### src/rtl/sidta_pkg.sv
// Shared types and constants for the signed integer to decimal text converter.
`default_nettype none

package sidta_pkg;

    // Field widths and conversion sizes
    localparam int MagWidth   = 32;
    localparam int CharWidth  = 7;
    localparam int NumDigits  = 10;
    localparam int CntWidth   = $clog2(MagWidth);
    localparam int PtrWidth   = $clog2(NumDigits);

    // ASCII codes
    localparam logic [CharWidth-1:0] CharZero  = 7'h30;
    localparam logic [CharWidth-1:0] CharMinus = 7'h2D;

    // Commands from the controller to the datapath
    typedef struct packed {
        logic load;   // capture the input value and clear the BCD register
        logic shift;  // one double-dabble step
        logic find;   // locate the leading nonzero digit
        logic emit;   // load the next character into the output register
    } t_cmd;

    // Status from the datapath to the controller
    typedef struct packed {
        logic last_bit;   // the current shift consumes the final magnitude bit
        logic out_free;   // output register can take a character this cycle
        logic emit_last;  // the next emitted character ends the number
    } t_status;

endpackage : sidta_pkg

`default_nettype wire

### src/rtl/signed_int_to_decimal_ascii_top.sv
// Usage of the signed integer to decimal ASCII converter:
// The slave channel takes one transaction per number: s_tdata holds the
// 32-bit two's complement value. The master channel gives one transaction
// per character: m_tdata holds the 7-bit ASCII code ('-' or '0'..'9'),
// m_tlast marks the final character of the number.
// Once a value is accepted the magnitude runs through a double-dabble
// converter, one bit per cycle, then a search state locates the leading
// digit. Characters then leave one per cycle unless m_tready stalls them.
// s_tready is high only while no number is in conversion or emission; the
// final character may still sit in the output register while the next value
// is accepted and converted.
// A stall on m_tready holds the current character and pauses emission; no
// character is lost or repeated.
// Reset (i_rst_n low, synchronous) returns the controller to idle and empties
// the output register.
`default_nettype none

module signed_int_to_decimal_ascii_top
    import sidta_pkg::*;
(
    input  wire logic        i_clk,
    input  wire logic        i_rst_n,
    input  wire logic        s_tvalid,
    output logic             s_tready,
    input  wire logic [31:0] s_tdata,   // [31:0] value
    output logic             m_tvalid,
    input  wire logic        m_tready,
    output logic [7:0]       m_tdata,   // [6:0] character, [7] zero
    output logic             m_tlast    // last
);

    t_cmd                 w_cmd;
    t_status              w_status;
    logic [CharWidth-1:0] w_char;

    sidta_ctrl u_ctrl (
        .i_clk      (i_clk),
        .i_rst_n    (i_rst_n),
        .i_in_valid (s_tvalid),
        .o_in_ready (s_tready),
        .i_status   (w_status),
        .o_cmd      (w_cmd)
    );

    sidta_dp u_dp (
        .i_clk       (i_clk),
        .i_rst_n     (i_rst_n),
        .i_value     (s_tdata),
        .i_cmd       (w_cmd),
        .o_status    (w_status),
        .i_out_ready (m_tready),
        .o_out_valid (m_tvalid),
        .o_out_char  (w_char),
        .o_out_last  (m_tlast)
    );

    assign m_tdata = {1'b0, w_char};

endmodule : signed_int_to_decimal_ascii_top

`default_nettype wire

### src/rtl/sidta_ctrl.sv
// Controller state machine: sequences load, conversion, digit search and emission.
`default_nettype none

module sidta_ctrl
    import sidta_pkg::*;
(
    input  wire logic    i_clk,
    input  wire logic    i_rst_n,
    input  wire logic    i_in_valid,
    output logic         o_in_ready,
    input  wire t_status i_status,
    output t_cmd         o_cmd
);

    typedef enum logic [3:0] {
        S_IDLE = 4'b0001,
        S_CONV = 4'b0010,
        S_FIND = 4'b0100,
        S_EMIT = 4'b1000
    } t_state;

    t_state r_state;
    t_state n_state;

    // Decode commands and next state
    always_comb begin
        n_state     = r_state;
        o_cmd       = '0;
        o_in_ready  = 1'b0;
        case (r_state)
            S_IDLE: begin
                o_in_ready = 1'b1;
                if (i_in_valid) begin
                    o_cmd.load = 1'b1;
                    n_state    = S_CONV;
                end
            end
            S_CONV: begin
                o_cmd.shift = 1'b1;
                if (i_status.last_bit) begin
                    n_state = S_FIND;
                end
            end
            S_FIND: begin
                o_cmd.find = 1'b1;
                n_state    = S_EMIT;
            end
            S_EMIT: begin
                if (i_status.out_free) begin
                    o_cmd.emit = 1'b1;
                    if (i_status.emit_last) begin
                        n_state = S_IDLE;
                    end
                end
            end
            default: begin
                n_state = S_IDLE;
            end
        endcase
    end

    // Hold the state
    always_ff @(posedge i_clk) begin
        if (!i_rst_n) begin
            r_state <= S_IDLE;
        end else begin
            r_state <= n_state;
        end
    end

endmodule : sidta_ctrl

`default_nettype wire

### src/rtl/sidta_dp.sv
// Datapath: magnitude shift register, BCD digits, digit pointer and output register.
`default_nettype none

module sidta_dp
    import sidta_pkg::*;
(
    input  wire logic                 i_clk,
    input  wire logic                 i_rst_n,
    input  wire logic [MagWidth-1:0]  i_value,
    input  wire t_cmd                 i_cmd,
    output t_status                   o_status,
    input  wire logic                 i_out_ready,
    output logic                      o_out_valid,
    output logic [CharWidth-1:0]      o_out_char,
    output logic                      o_out_last
);

    localparam logic [CntWidth-1:0] CntLast = CntWidth'(MagWidth - 1);

    logic [MagWidth-1:0]      r_mag;
    logic [4*NumDigits-1:0]   r_bcd;
    logic [4*NumDigits-1:0]   n_bcd_adj;
    logic                     r_neg;
    logic [CntWidth-1:0]      r_cnt;
    logic [PtrWidth-1:0]      r_ptr;
    logic [PtrWidth-1:0]      n_top;
    logic                     r_sign_pend;
    logic [3:0]               n_digit;
    logic                     r_ovalid;
    logic [CharWidth-1:0]     r_ochar;
    logic                     r_olast;
    logic                     n_out_free;

    // Add three to every digit of five or more before the shift
    always_comb begin
        logic [3:0] d;
        for (int k = 0; k < NumDigits; k++) begin
            d = r_bcd[4*k +: 4];
            n_bcd_adj[4*k +: 4] = (d >= 4'd5) ? d + 4'd3 : d;
        end
    end

    // Locate the most significant nonzero digit; zero keeps the lowest digit
    always_comb begin
        n_top = '0;
        for (int k = 0; k < NumDigits; k++) begin
            if (r_bcd[4*k +: 4] != 4'd0) begin
                n_top = PtrWidth'(k);
            end
        end
    end

    assign n_digit    = r_bcd[4*r_ptr +: 4];
    assign n_out_free = !r_ovalid || i_out_ready;

    assign o_status.last_bit  = (r_cnt == CntLast);
    assign o_status.out_free  = n_out_free;
    assign o_status.emit_last = !r_sign_pend && (r_ptr == '0);

    // Conversion registers
    always_ff @(posedge i_clk) begin
        if (i_cmd.load) begin
            r_neg <= i_value[MagWidth-1];
            r_mag <= i_value[MagWidth-1] ? (~i_value + 1'b1) : i_value;
            r_bcd <= '0;
            r_cnt <= '0;
        end else if (i_cmd.shift) begin
            r_bcd <= {n_bcd_adj[4*NumDigits-2:0], r_mag[MagWidth-1]};
            r_mag <= {r_mag[MagWidth-2:0], 1'b0};
            r_cnt <= r_cnt + 1'b1;
        end
        if (i_cmd.find) begin
            r_ptr       <= n_top;
            r_sign_pend <= r_neg;
        end else if (i_cmd.emit) begin
            if (r_sign_pend) begin
                r_sign_pend <= 1'b0;
            end else begin
                r_ptr <= r_ptr - 1'b1;
            end
        end
    end

    // Output register: load a character or drop it once taken
    always_ff @(posedge i_clk) begin
        if (!i_rst_n) begin
            r_ovalid <= 1'b0;
        end else if (i_cmd.emit) begin
            r_ovalid <= 1'b1;
        end else if (i_out_ready) begin
            r_ovalid <= 1'b0;
        end
    end

    always_ff @(posedge i_clk) begin
        if (i_cmd.emit) begin
            if (r_sign_pend) begin
                r_ochar <= CharMinus;
                r_olast <= 1'b0;
            end else begin
                r_ochar <= CharZero + CharWidth'(n_digit);
                r_olast <= (r_ptr == '0);
            end
        end
    end

    assign o_out_valid = r_ovalid;
    assign o_out_char  = r_ochar;
    assign o_out_last  = r_olast;

endmodule : sidta_dp

`default_nettype wire

### config.mk
export PLATFORM = sky130hd
export DESIGN_NAME = signed_int_to_decimal_ascii_top
export DESIGN_NICKNAME = d
export VERILOG_FILES = /design/src/rtl/sidta_pkg.sv /design/src/rtl/signed_int_to_decimal_ascii_top.sv /design/src/rtl/sidta_ctrl.sv /design/src/rtl/sidta_dp.sv
export SDC_FILE = /design/constraint.sdc
export NUM_CORES = 1
export LEC_CHECK = 0
export BUFFER_PORTS_ARGS = -buffer_cell sky130_fd_sc_hd__buf_2
export CAP_MARGIN = 20
export CORE_ASPECT_RATIO = 1.25
export CORE_MARGIN = 3
export CORE_UTILIZATION = 47
export CTS_CLUSTER_DIAMETER = 200
export DETAILED_ROUTE_END_ITERATION = 10
export PLACE_DENSITY_LB_ADDON = 0.15
export SLEW_MARGIN = 20
export SYNTH_ARGS = -nofsm -noshare
export SYNTH_HDL_FRONTEND = slang
export SYNTH_SLANG_ARGS = --single-unit
### constraint.sdc
create_clock -name i_clk -period 2.6 [get_ports i_clk]
set_input_delay 0.26 -clock i_clk [delete_from_list [all_inputs] [get_ports i_clk]]
set_output_delay 0.26 -clock i_clk [all_outputs]
set_load 0.005 [all_outputs]
# --- Yosys cells after proc, flatten, opt, wreduce, memory -nomap -nowiden ---
# Index checks and enable logic that the tools add are counted.
op_classes:
  add_sub_neg: 14
  mul: 0
  div: 0
  magnitude_cmp: 10
  eq_ne: 10
  shift: 1
  n_mux: 41
  bitwise_logic: 1
  n_reduce_logical: 19
op_table:
  columns: ["op", "count"]
  rows:
  - ["$mux 32", 3]
  - ["$mux 4", 18]
  - ["$ge 4x3->1 const B", 10]
  - ["$shiftx 40x7->4", 1]
  - ["$add 4x2->4 const B", 9]
  - ["$reduce_bool 4->1", 9]
  - ["$add 32x1->32 const B", 1]
  - ["$not 32->32", 1]
  - ["$pmux 4 s4", 1]
  - ["$mux 3", 5]
  - ["$mux 1", 12]
  - ["$add 6x4->7 const A", 1]
  - ["$ne 2x1->1 const B", 3]
  - ["$reduce_bool 2->1", 3]
  - ["$add 5x1->5 const B", 1]
  - ["$eq 5x5->1 const B", 1]
  - ["$eq 4x1->1 const B", 1]
  - ["$eq 4x2->1 const B", 1]
  - ["$eq 4x3->1 const B", 1]
  - ["$eq 4x4->1 const B", 1]
  - ["$logic_not 4->1", 1]
  - ["$mux 2", 2]
  - ["$ne 2x2->1 const B", 2]
  - ["$reduce_and 4->1", 1]
  - ["other kinds (6)", 7]
word_totals:
  ff_bits: 96
  latch_bits: 0
  ramBits: 0
  mem_bits_ro: 0
  in_bits: 36
  wordCells: 106
  n_memories: 0

# --- Longest topological paths before layout ---
# Gate-level depths: netlist (run 1).
logic_depth:
  depth_word: 11
  ltp_mapped: 9
  mapped_depth_nobuf: 7

# --- Modules after synthesis ---
# From an unflattened synthesis (run 1), not the netlist that was laid out.
hier_totals:
  cells_unflattened: 609
  hier_area_um2: 5675.4
modules_own_cells:
  columns: ["module", "instances", "cells_each", "area_each_um2", "seq_area_each_um2"]
  rows:
  - ["sidta_dp", 1, 579, 5405.2, 2242.2]
  - ["sidta_ctrl", 1, 28, 259.0, 80.1]
  - ["signed_int_to_decimal_ascii_top", 1, 2, 11.3, 0.0]

# --- Worst setup path before layout (run 1) ---
# No wires, ideal clock.
synth_path:
  path_type: "reg2reg"
  from: "register u_ctrl.r_state[2]"
  to: "register u_dp.r_mag[0], enable pin"
  arrival_time_ns: 1.971
  t_required_ns: 2.211
  path_slack_ns: 0.239
  path_stages_with_launch: 6
  cell_sequence: "dfxtp_1 -> clkbuf_1 -> nor3_1 -> nand2_1 -> clkbuf_1 -> nand2_1"
synth_between:
  elab_chain_len: 3
  elab_cells_between_ends: 5
synth_lines:
  columns: ["element", "line", "rtl"]
  rows:
  - ["start: declaration", "sidta_ctrl.sv:22", "t_state r_state;"]
  - ["start signal: assignment", "sidta_ctrl.sv:67", "r_state <= n_state;"]
  - ["$eq 4x2->1 / $eq 4x1->1 (equally long branches)", "sidta_ctrl.sv:30", "case (r_state)"]
  - ["$mux 1", "sidta_ctrl.sv:30", null]
  - ["$reduce_bool 2->1 (no line) (*)", null, null]
  - ["end signal: assignment", "sidta_dp.sv:64", "r_mag <= i_value[MagWidth-1] ? (~i_value + 1'b1) : i_value;"]
  - ["end signal: assignment", "sidta_dp.sv:69", "r_mag <= {r_mag[MagWidth-2:0], 1'b0};"]
  - ["end: declaration", "sidta_dp.sv:20", "logic [MagWidth-1:0] r_mag;"]
# Mark *: on every way between the ends. The rest lies on a longest branch, timed or not.
# A chain may end at the register's enable or synchronous reset.

# --- Worst setup path after layout (run 1) ---
layout_path:
  from: "register u_dp.r_bcd[4]"
  to: "register u_dp.r_ptr[0] (data pin)"
layout_between:
  elab_chain_len: 11
layout_lines:
  columns: ["element", "line", "rtl"]
  rows:
  - ["start: declaration", "sidta_dp.sv:21", "logic [4*NumDigits-1:0] r_bcd;"]
  - ["start signal: assignment", "sidta_dp.sv:68", "r_bcd <= {n_bcd_adj[4*NumDigits-2:0], r_mag[MagWidth-1]};"]
  - ["$reduce_bool 4->1", "sidta_dp.sv:47", "if (r_bcd[4*k +: 4] != 4'd0) begin"]
  - ["$mux 1", "sidta_dp.sv:47", null]
  - ["$mux 2 (2 in series)", "sidta_dp.sv:47", null]
  - ["$mux 3 (4 in series)", "sidta_dp.sv:47", null]
  - ["$mux 4 (2 in series)", "sidta_dp.sv:47", null]
  - ["$mux 4", "sidta_dp.sv:72", "if (i_cmd.find) begin"]
  - ["end signal: assignment", "sidta_dp.sv:73", "r_ptr <= n_top;"]
  - ["end signal: assignment", "sidta_dp.sv:79", "r_ptr <= r_ptr - 1'b1;"]
  - ["end: declaration", "sidta_dp.sv:25", "logic [PtrWidth-1:0] r_ptr;"]
# No other way between the ends.

==> results of run 1 <==
## routing by layer
metal	track usage [%]	vias to the layer above	part of all wire [%]
li1	-	2251	-
met1	23.1	2082	43
met2	32.0	96	51
met3	3.71	15	4.3
met4	8.31	0	1.7
met5	0	-	0
## placed cells by master (no fill, tap or decap), types with 3 or more instances in the layout
cell        n
a21oi_1    48
buf_2      43
buf_4       8
bufinv_16   3
clkbuf_16   9
conb_1      3
dfxtp_1    50
edfxtp_1   44
ha_1       24
inv_1      29
mux2i_1     5
mux4_2      8
nand2_1    72
nand2b_1   17
nand3_1    28
nand4_1     3
nor2_1     34
nor3_1      6
nor3b_1     9
nor4_1      4
o21ai_0    77
o21ai_1     4
o31ai_1    14
o32ai_1     6
o41ai_1     4
or3_1       3
or3b_2      3
or4_1       4
or4_4       3
xnor2_1    16
xor2_1     34
## state kept, by name, indices dropped and copies added, names as in the netlist
signal and count:
u_dp.r_mag 32, u_dp.o_out_valid 1, u_dp.o_out_char 5, u_dp.r_bcd 40
u_dp.r_sign_pend 1, u_dp.r_neg 1, u_ctrl.r_state 4, u_dp.r_cnt 5
u_dp.r_ptr 4, u_dp.o_out_last 1
## how the worst min path moves through the flow
stage / endpoint / slack (ps) / cells after the start
floorplan: u_ctrl.r_state[0] / 350 / 1
global placement: u_dp.r_bcd[0] / 440 / 2
detailed placement: u_dp.r_bcd[0] / 440 / 2
CTS: u_ctrl.r_state[0] / 150 / 2
global route: u_ctrl.r_state[0] / 160 / 2
finish: u_ctrl.r_state[0] / 160 / 2
## power groups by stage
stage | sequential (mW) | combinational (mW) | clock, mW
2_1_floorplan | 1.74 | 0.272 | 0
3_3_place_gp | 1.75 | 0.396 | 0
3_5_place_dp | 1.75 | 0.406 | 0
4_1_cts | 1.72 | 0.407 | 1.56
5_1_grt | 1.73 | 0.455 | 1.62
6_report | 1.72 | 0.398 | 1.52
## stage by stage
stage / utilization (%) / area [um2]
after floorplan: - / 5550
after global placement: 51.9 / 5860
after detailed placement: 51.9 / 5860
after CTS: 55.0 / 6210
after global routing: 55.0 / 6210
final: 55.0 / 6210
## critical path: cells and delay by family, from the launching register on
family | cells | cell delay, ps
compound gates | 3 | 940
simple gates | 2 | 510
flops | 1 | 360
fa+ha+maj | 1 | 200
buf+inv | 1 | 80
## final cells by class
type / instances / area share [%]
clock buffer: 10 / 3.85
clock inverter: 6 / 1.75
inverter: 29 / 1.75
multi-input combinational: 458 / 48.1
sequential: 94 / 37.4
tap: 135 / 2.72
timing repair buffer: 51 / 4.43
## cells by family after synthesis
family	synth area share, %
AO/OA/AOI/OAI	17.8
XOR/XNOR	7.89
adder cells (fa/ha/maj)	5.41
buffers and inverters	4.53
flip-flops	41.8
multiplexers	4.55
other	0.135
AND/OR/NAND/NOR	17.8
==> summary.md, run 1 <==
| Metric | Value |
|---|---|
| Transition time of the tightest slew-check pin | 773 ps |
| Gr usage total | 18.9% |
| PD cells | 587 nW/um2 |
| Post-CTS setup buffer count | 0 |
| Clock insertion delay at the later pin of the skew report | 340 ps |
| Main synth FF type | dfxtp_1 |
| Fin nets | 703 |
| Depth of the worst register-to-register path | 7 |
| Die outline area | 13200 um2 |
| Cell Chain, Critical Path | inv_1, ha_1, or3b_2, a2111oi_0, o21ai_0, a21oi_1, nor3_1 |
| Top cells by count, synth | o21ai_0, nand2_1, dfxtp_1 |
| Standard-cell rows | 43 |
| Share of flip-flops with an asynchronous set or reset | 0% |
| Top-area cell type share of the netlist area | 23.8% |
| Root Driver | clkbuf_16 |
| Post-synthesis cell type with the largest combined area | edfxtp_1 |
| Max H-tree Level | 3 |
| Leakage | 2.38 nW |
| Largest stage delay on the critical path | 600 ps |
| R2r endpoint | u_dp.r_ptr[0] |
| Hold_ws | 160 ps |
| Global-route wire length before repair | 19.9 mm |
| Area growth, synth to finish | 11.9% |
| Clock net sink count | 94 |
| Total Routed Length | 11.8 mm |
| Count leader, synth | o21ai_0 |
| CP startpoint kind | register |
| Cells after Synth | 613 |
| Number of global-route vias before repair | 4334 |
| Filler instances | 1022 |
| Internal Dissipation | 2.78 mW |
| Clock Skews | 6.94 ps |
| Inserted Diodes | 0 |
| HPWL after detailed placement | 8.39 mm |
| Number of buffers added to fix hold violations after cts | 0 |
| Via count of the routed design | 4444 |
| Count of flip-flops with a built-in enable after synthesis | 44 |
| Worst setup EP type | register |
| Sequential fraction of the synthesis area | 41.8% |
| Top post-synthesis cells by area | edfxtp_1, dfxtp_1, o21ai_0 |
| Weighted congestion reported at the end of routability-driven placement | 0.791 |
| Worst reg2reg setup slack | 260 ps |
| Worst vdd ir | 246 uV |
| Worst hold path startpoint | i_rst_n |
| Area of the multi-input gates | 2990 um2 |
| Worst min path class | in2reg |
| Number of search-and-repair iterations in the first detailed-routing pass | 4 |
| Final Setup Violations | 0 |
| Syn. warnings | 0 |
| Post-Syn Area | 5550 um2 |
| Sum of internal, switching and leakage power | 3.65 mW |
| Worst setup path start | u_dp.r_bcd[4] |
| Outcome | complete, no violations |
| Ratio of final minimum period to clock period | 89.9% |
| Min Clock Period, post-route | 2340 ps |
| Combinational group share of total power | 10.9% |
| Master of the slowest instance on the critical path | a2111oi_0 |
| Setup slack at placement | 96.9 ps |
| Initial drt markers | 181 |
| Reg clk slew, reported paths | 60 ps |
| Relative contribution of the clock network to total power | 41.8% |
| Final hold vios | 0 |
| Setup repair after global routing missed its margin | no |
| Data required, critical path | 2690 ps |
| Total I/O pin count | 47 |
| Data arrival, critical path | 2430 ps |
| Remaining global-route overflow | 0 |
| Count of nets left with antenna violations after detail routing | 0 |
| Resized cells post-CTS | 0 |
| DRC errors left | 0 |
| Clock buffer count from CTS | 9 |
| Switching part of the total | 23.6% |
| Relative slew slack | 47.8% |
| Pin count of the biggest net entering global routing | 71 |
| Non-filler instance count after layout | 783 |
| Placeable Area | 11300 um2 |
| Synthesized area per cell | 9.05 um2 |
| CTS tree | built |
| Average routed wire per standard cell | 15.1 um |
| Max frequency | 428 MHz |
| Placed Instances | 767 |
| Aggregate negative setup slack | 0 ps |
| Maximum buffer depth of the clock tree | 2 |
| Largest fanout on the critical path | 6 |
| Post-synthesis sequential element count | 94 |
| Part of the total power dissipated in sequential elements | 47.3% |
| Count of unique library cells instantiated by Yosys | 49 |
| Ratio of cells with drive above 1 in the final layout | 14.0% |
| Port bufs | 43 |
| Crit path kind | reg2reg |
| Initial antenna violation count | 0 |
| Reg2Reg Launch Point | u_dp.r_bcd[4] |
| Vert. Die Dim | 127 um |
| Max-capacitance violation count | 0 |
| Sequential Area | 2320 um2 |
| Via-per-instance ratio | 5.68 |
| Final-report max-slew violation count | 0 |
| Switching Power | 0.861 mW |
| DIE WIDTH | 103 um |
| Worst setup path endpoint | u_dp.r_ptr[0] |
| Effective utilization at floorplan | 49.1% |
| Fin worst setup slack | 261 ps |
(Power assumes the default switching activity.)
==> run 2: changes to the inputs <==
CAP_MARGIN = 30   (was 20)
CORE_ASPECT_RATIO = not set   (was 1.25)
==> run 2 against run 1 <==
Worst hold slack lost 1.5 ps. Clock skew grew 0.52 ps. Die area is essentially flat. Critical path depth shrank 4. Clock power shrank 8%. Critical path type unchanged. Critical endpoint unchanged.
==> summary.md, run 2 (synthesis results as in run 1) <==
| Metric | Value |
|---|---|
| Part of the total power dissipated in sequential elements | 48.7% (+1.4 points) |
| Vert. Die Dim | 115 um (-10%) |
| Reg2Reg Launch Point | u_ctrl.r_state[3] |
| Gr usage total | 19.0% (about the same) |
| Die outline area | 13100 um2 (about the same) |
| Fin area | 6240 um2 (+0.48%) |
| Non-filler instance count after layout | 794 (+1.4%) |
| Outcome | complete, no violations |
| Area growth, synth to finish | 12.5% |
| Initial antenna violation count | 0 (unchanged) |
| PD cells | 567 nW/um2 (-3.4%) |
| Max H-tree Level | 3 (unchanged) |
| Final hold vios | 0 (unchanged) |
| Share of the core filled with cells | 54.4% (-0.55 points) |
| Number of search-and-repair iterations in the first detailed-routing pass | 5 (+1) |
| Port bufs | 43 (unchanged) |
| Pin count of the biggest net entering global routing | 72 (+1.4%) |
| Max frequency | 450 MHz (+5.3%) |
| R2r endpoint | u_dp.r_ptr[0] |
| Ratio of final minimum period to clock period | 85.4% (-4.6 points) |
| Number of flip-flops under the largest register name | 40 (unchanged) |
| Most Used Layer, Global Route | met2 |
| Fin worst setup slack | 380 ps (+118 ps) |
| Clock Skews | 7.46 ps (+0.518 ps) |
| Sum of internal, switching and leakage power | 3.54 mW (-3.0%) |
| Placed Instance Area | 5920 um2 (+0.98%) |
| Setup slack at placement | 79.5 ps (-17.4 ps) |
| Internal Dissipation | 2.68 mW (-3.6%) |
| Depth of the worst register-to-register path | 3 (-4) |
| Average routed wire per standard cell | 14.9 um (-1.5%) |
| DRC errors left | 0 (unchanged) |
| Combinational group share of total power | 11.8% (+0.9 points) |
| Reg clk slew, reported paths | 70 ps (about the same) |
| Post-CTS setup buffer count | 0 (unchanged) |
| Total I/O pin count | 47 (unchanged) |
| Switching Power | 0.852 mW (-1.0%) |
| Standard-cell rows | 39 (-9.3%) |
| Root Driver | clkbuf_16 |
| Clock buffer count from CTS | 9 (unchanged) |
| Largest fanout on the critical path | 8 (+2) |
| Relative slew slack | 46.5% (-1.2 points) |
| Worst vdd ir | 511 uV (+110%) |
| Relative contribution of the clock network to total power | 39.6% (-2.2 points) |
| CP startpoint kind | register |
| Placed Instances | 778 (+1.4%) |
| Max-capacitance violation count | 0 (unchanged) |
| Count of nets left with antenna violations after detail routing | 0 (unchanged) |
| Worst min path class | in2reg |
| Leakage | 2.39 nW (+0.36%) |
| Clock insertion delay at the later pin of the skew report | 340 ps (about the same) |
| Data required, critical path | 2570 ps (-120 ps) |
| Via-per-instance ratio | 5.57 (-1.9%) |
| Final Setup Violations | 0 (unchanged) |
| Largest regs | u_dp.r_bcd: 40 flops, u_dp.r_mag: 32 flops |
| Crit path kind | reg2reg |
| Hold_ws | 159 ps (-1.45 ps) |
| Transition time of the tightest slew-check pin | 791 ps (+18.4 ps) |
| Remaining global-route overflow | 0 (unchanged) |
| Min Clock Period, post-route | 2220 ps (-118 ps) |
| Worst hold path cell count | 2 (unchanged) |
| Fin nets | 706 (+0.43%) |
| Leading cell types in the layout, fill and taps excluded | o21ai_0, nand2_1, dfxtp_1, a21oi_1, edfxtp_1 |
| Total Routed Length | 11.8 mm (-0.11%) |
| HPWL after detailed placement | 8.45 mm (+0.77%) |
| Met2 Resource Use GR | 29.8% (-2.2 points) |
| DIE WIDTH | 115 um (+11%) |
| Setup repair after global routing missed its margin | no |
| Effective utilization at floorplan | 48.4% (-0.72 points) |
| Number of global-route vias before repair | 4144 (-4.4%) |
| GR met1 Demand/Resource | 26.4% (+3.3 points) |
| Ratio of cells with drive above 1 in the final layout | 14.1% (+0.089 points) |
| Number of buffers added to fix hold violations after cts | 0 (unchanged) |
| Via count of the routed design | 4422 (-0.50%) |
| Aggregate negative setup slack | 0 ps (unchanged) |
| Worst reg2reg setup slack | 380 ps (+120 ps) |
| Weighted congestion reported at the end of routability-driven placement | 0.821 (+3.7%) |
| Worst setup EP type | register |
| Clock net sink count | 94 (unchanged) |
| Switching part of the total | 24.1% (+0.48 points) |
| Commonest non-fill, non-tap cell in the layout | o21ai_0 |
| Top reg by flops | u_dp.r_bcd |
| Resized cells post-CTS | 0 (unchanged) |
| Maximum buffer depth of the clock tree | 2 (unchanged) |
| Final-report max-slew violation count | 0 (unchanged) |
| Met3 track demand over resource in global routing | 3.28% (-0.44 points) |
| Data arrival, critical path | 2190 ps (-240 ps) |
| Placeable Area | 11500 um2 (+1.5%) |
| Hold Path Sink | u_ctrl.r_state[0] |
| Worst hold path startpoint | i_rst_n |
| CTS tree | built |
| Global-route wire length before repair | 20.2 mm (+1.5%) |
| Initial drt markers | 365 (+100%) |
| Inserted Diodes | 0 (unchanged) |
run 2: cell types whose count changed in the layout (fill, tap and decap cells not counted), sizes merged:
cell	previous run	this run
buf	51	54
bufinv	3	1
clkbuf	10	13
clkinv	3	2
run 2: worst max-delay path by stage:
| stage | end | slack [ps] | cells after the start | startpoint |
|---|---|---|---|---|
| detailed placement | u_dp.r_mag[18] | 80 | 8 | s_tdata[0] |
| global placement | u_dp.r_mag[18] | 150 | 8 | s_tdata[0] |
| global route | u_ctrl.r_state[0] | 240 | 7 | u_dp.r_ptr[0] |
| CTS | u_dp.r_ptr[0] | 360 | 3 | u_ctrl.r_state[3] |
| floorplan | u_dp.r_mag[0] | 240 | 5 | u_ctrl.r_state[2] |
| finish | u_dp.r_ptr[0] | 380 | 3 | u_ctrl.r_state[3] |
run 2: cell type report:
cell class / count / area (um2)
Timing Repair Buffer: 54 / 323
Clock inverter: 3 / 38.8
Inverter: 29 / 109
Multi-Input combinational cell: 458 / 2990
Clock buffer: 13 / 282
Fill cell: 1052 / 5230
Tap cell: 143 / 179
Sequential cell: 94 / 2320
run 2: critical path, cell delays in order (launching register included):
cell and delay [ps]:
dfxtp_1 470, or4b_2 650, nand2b_1 210, o21ai_0 520
run 2: power by group through the flow:
stage / clock, mW / sequential (mW) / combinational, mW
floorplan: 0 / 1.74 / 0.272
global placement: 0 / 1.75 / 0.411
detailed placement: 0 / 1.75 / 0.419
CTS: 1.43 / 1.72 / 0.422
global route: 1.49 / 1.73 / 0.473
finish: 1.40 / 1.72 / 0.416
run 2: per-layer routing:
metal | up-vias | share of wire [%]
li1 | 2250 | -
met1 | 2097 | 50
met2 | 62 | 45
met3 | 13 | 3.6
met4 | 0 | 1.7
met5 | - | 0
==> run 3: changes to the inputs <==
--- a/config.mk
+++ b/config.mk
@@ -11,3 +11,3 @@
 export CORE_UTILIZATION = 47
-export CTS_CLUSTER_DIAMETER = 200
+export CTS_CLUSTER_DIAMETER = 50
 export DETAILED_ROUTE_END_ITERATION = 10
==> constraint.sdc (replaced) <==
create_clock -name i_clk -period 2.1 [get_ports i_clk]
set_input_delay 0.42 -clock i_clk [delete_from_list [all_inputs] [get_ports i_clk]]
set_output_delay 0.42 -clock i_clk [all_outputs]
set_load 0.005 [all_outputs]
==> run 3 against run 2 <==
The run now ends with setup timing left. Cell count increased by 5.2%. Sequential share of layout area is 2.7 points lower. Flip-flop and latch count stayed put. Total power rose by 28%. Combinational power grew 44%. Worst hold slack improved by 160 ps. Count of clock-buffer cells in the layout decreased by 3. Largest cell class unchanged. Largest power group unchanged.
==> summary.md, run 3 (synthesis results as in run 1) <==
| Metric | Value |
|---|---|
| Ratio of cells with drive above 1 in the final layout | 21.4% (+7.3 points) |
| Reg2Reg Launch Point | u_dp.r_bcd[5] |
| Remaining global-route overflow | 0 (unchanged) |
| Area growth, synth to finish | 21.2% |
| Global-route wire length before repair | 21.5 mm (+6.6%) |
| Effective utilization at floorplan | 48.4% (unchanged) |
| Max-capacitance violation count | 0 (unchanged) |
| Cell type with the highest occurrence count on the critical path | or4_4 |
| Final hold vios | 0 (unchanged) |
| Placeable Area | 11500 um2 (unchanged) |
| Leading cell types in the layout, fill and taps excluded | o21ai_0, nand2_1, dfxtp_1, a21oi_1, buf_4 |
| Inserted Diodes | 0 (unchanged) |
| Largest stage delay on the critical path | 590 ps (-60 ps) |
| Data arrival, critical path | 2230 ps (+40 ps) |
| Combinational group share of total power | 13.2% (+1.4 points) |
| Final-report max-slew violation count | 0 (unchanged) |
| R2r endpoint | u_dp.r_ptr[0] |
| Worst setup EP type | register |
| Worst setup path start | s_tdata[12] |
| Vert. Die Dim | 115 um (unchanged) |
| Via count of the routed design | 4575 (+3.5%) |
| Fin nets | 747 (+5.8%) |
| Gr usage total | 20.3% (+1.3 points) |
| Maximum buffer depth of the clock tree | 2 (unchanged) |
| Sum of internal, switching and leakage power | 4.53 mW (+28%) |
| Max H-tree Level | 3 (unchanged) |
| Clock buffer count from CTS | 9 (unchanged) |
| Relative contribution of the clock network to total power | 39.8% (+0.2 points) |
| Top Family by Delay on Critical Path | simple AND/OR/NAND/NOR gates |
| Number of flip-flops under the largest register name | 40 (unchanged) |
| Switching Power | 1.10 mW (+29%) |
| Worst min path class | in2reg |
| Stages on worst setup path | 6 (+3) |
| Part of the total power dissipated in sequential elements | 47.0% (-1.7 points) |
| Standard-cell rows | 39 (unchanged) |
| Switching part of the total | 24.3% (+0.21 points) |
| Fin worst setup slack | -43.4 ps (-423 ps) |
| DIE WIDTH | 115 um (unchanged) |
| Master of the slowest instance on the critical path | or4_4 |
| Crit path kind | in2reg |
| Final Setup Violations | 3 (+3) |
| Worst setup path endpoint | u_dp.r_mag[25] |
| Outcome | complete, but fails checks |
| CTS tree | built |
| Reg clk slew, reported paths | 70 ps (about the same) |
| Clock insertion delay at the later pin of the skew report | 340 ps (about the same) |
| Depth of the worst register-to-register path | 7 (+4) |
| Clock net sink count | 94 (unchanged) |
| Min Clock Period, post-route | 2140 ps |
| Worst vdd ir | 813 uV (+59%) |
| Root Driver | clkbuf_16 |
| Pin count of the biggest net entering global routing | 53 (-26%) |
| CP startpoint kind | primary input |
| PD cells | 674 nW/um2 (+19%) |
| Setup repair after global routing missed its margin | yes |
| Count of nets left with antenna violations after detail routing | 0 (unchanged) |
| Largest fanout on the critical path | 8 (unchanged) |
| Port bufs | 43 (unchanged) |
| Aggregate negative setup slack | -60.6 ps (-60.6 ps) |
| Total Routed Length | 12.7 mm (+7.6%) |
| Worst reg2reg setup slack | 60 ps (-320 ps) |
| Commonest non-fill, non-tap cell in the layout | o21ai_0 |
| Initial drt markers | 303 (-17%) |
| Max frequency | 467 MHz |
| Violated checks | setup timing |
| Internal Dissipation | 3.43 mW (+28%) |
| Via-per-instance ratio | 5.48 (-1.6%) |
| Initial antenna violation count | 0 (unchanged) |
| DRC errors left | 0 (unchanged) |
| Hold_ws | 320 ps (+161 ps) |
| HPWL after detailed placement | 9.09 mm (+7.6%) |
| Total I/O pin count | 47 (unchanged) |
| Number of global-route vias before repair | 4474 (+8.0%) |
| Weighted congestion reported at the end of routability-driven placement | 0.841 (+2.4%) |
| Die outline area | 13100 um2 (unchanged) |
| Data required, critical path | 2190 ps (-380 ps) |
| Leakage | 2.64 nW (+11%) |
| Number of buffers added to fix hold violations after cts | 0 (unchanged) |
| Average routed wire per standard cell | 15.2 um (+2.3%) |
| Buffers & Inverters on Critical Path | 1 (+1) |
| Number of search-and-repair iterations in the first detailed-routing pass | 5 (unchanged) |
| Share of the core filled with cells | 58.7% (+4.2 points) |
| Largest regs | u_dp.r_bcd: 40 flops, u_dp.r_mag: 32 flops |
| Clock Skews | 5.79 ps (-1.67 ps) |
| Top reg by flops | u_dp.r_bcd |
| Ratio of final minimum period to clock period | 102% |
| Cell Chain, Critical Path | buf_6, or4_4, or4_4, o41ai_4, xor2_1, o21ai_1 |
-- run 3: worst min path at each step --
stage / startpoint / endpoint / slack [ps] / depth (start not counted)
after global placement: u_dp.r_cnt[4] / u_dp.r_cnt[4] / 450 / 2
final: i_rst_n / u_ctrl.r_state[0] / 320 / 2
after CTS: i_rst_n / u_ctrl.r_state[0] / 310 / 2
after detailed placement: u_dp.r_cnt[4] / u_dp.r_cnt[4] / 460 / 2
after floorplan: u_dp.r_mag[31] / u_dp.r_bcd[0] / 420 / 2
after global routing: i_rst_n / u_ctrl.r_state[0] / 320 / 2
-- run 3: layout make-up --
cell class / instances / area (um2)
Tap cell: 143 / 179
Clock inverter: 6 / 82.6
Sequential cell: 94 / 2320
Multi-Input combinational cell: 458 / 3080
Clock buffer: 10 / 250
Timing Repair Buffer: 95 / 681
Inverter: 29 / 129
Fill cell: 998 / 4740
-- run 3: stage by stage --
stage | cells | instance area [um2] | setup slack (ps)
floorplan | 614 | 5630 | -239
global placement | 818 | 6330 | -377
detailed placement | 818 | 6330 | -416
CTS | 834 | 6670 | -16.9
global route | 835 | 6730 | -70.5
finish | 835 | 6730 | -43.4
-- run 3: per-layer routing --
metal  vias up  global-route usage [%]  wire (um)  part of all wire [%]
met5         -                       0          0                     0
met4         0                    3.64         92                  0.72
met3         8                    4.97        594                   4.7
met2        87                    33.2       6050                    48
met1      2141                    27.6       5950                    47
li1       2339                       -          -                     -
-- run 3: what timing repair did --
item                                    in CTS  in global routing
pin swaps                                    1                  4
buffers inserted                             0                  1
gates resized for setup                      1                  8
endpoints found under the setup margin       5                  9
-- run 3: power by group through the flow --
stage	clock network, mW	logic, mW	registers (mW)
2_1_floorplan	0	0.346	2.16
3_3_place_gp	0	0.575	2.17
3_5_place_dp	0	0.594	2.17
4_1_cts	1.85	0.596	2.13
5_1_grt	1.93	0.677	2.14
6_report	1.80	0.597	2.13
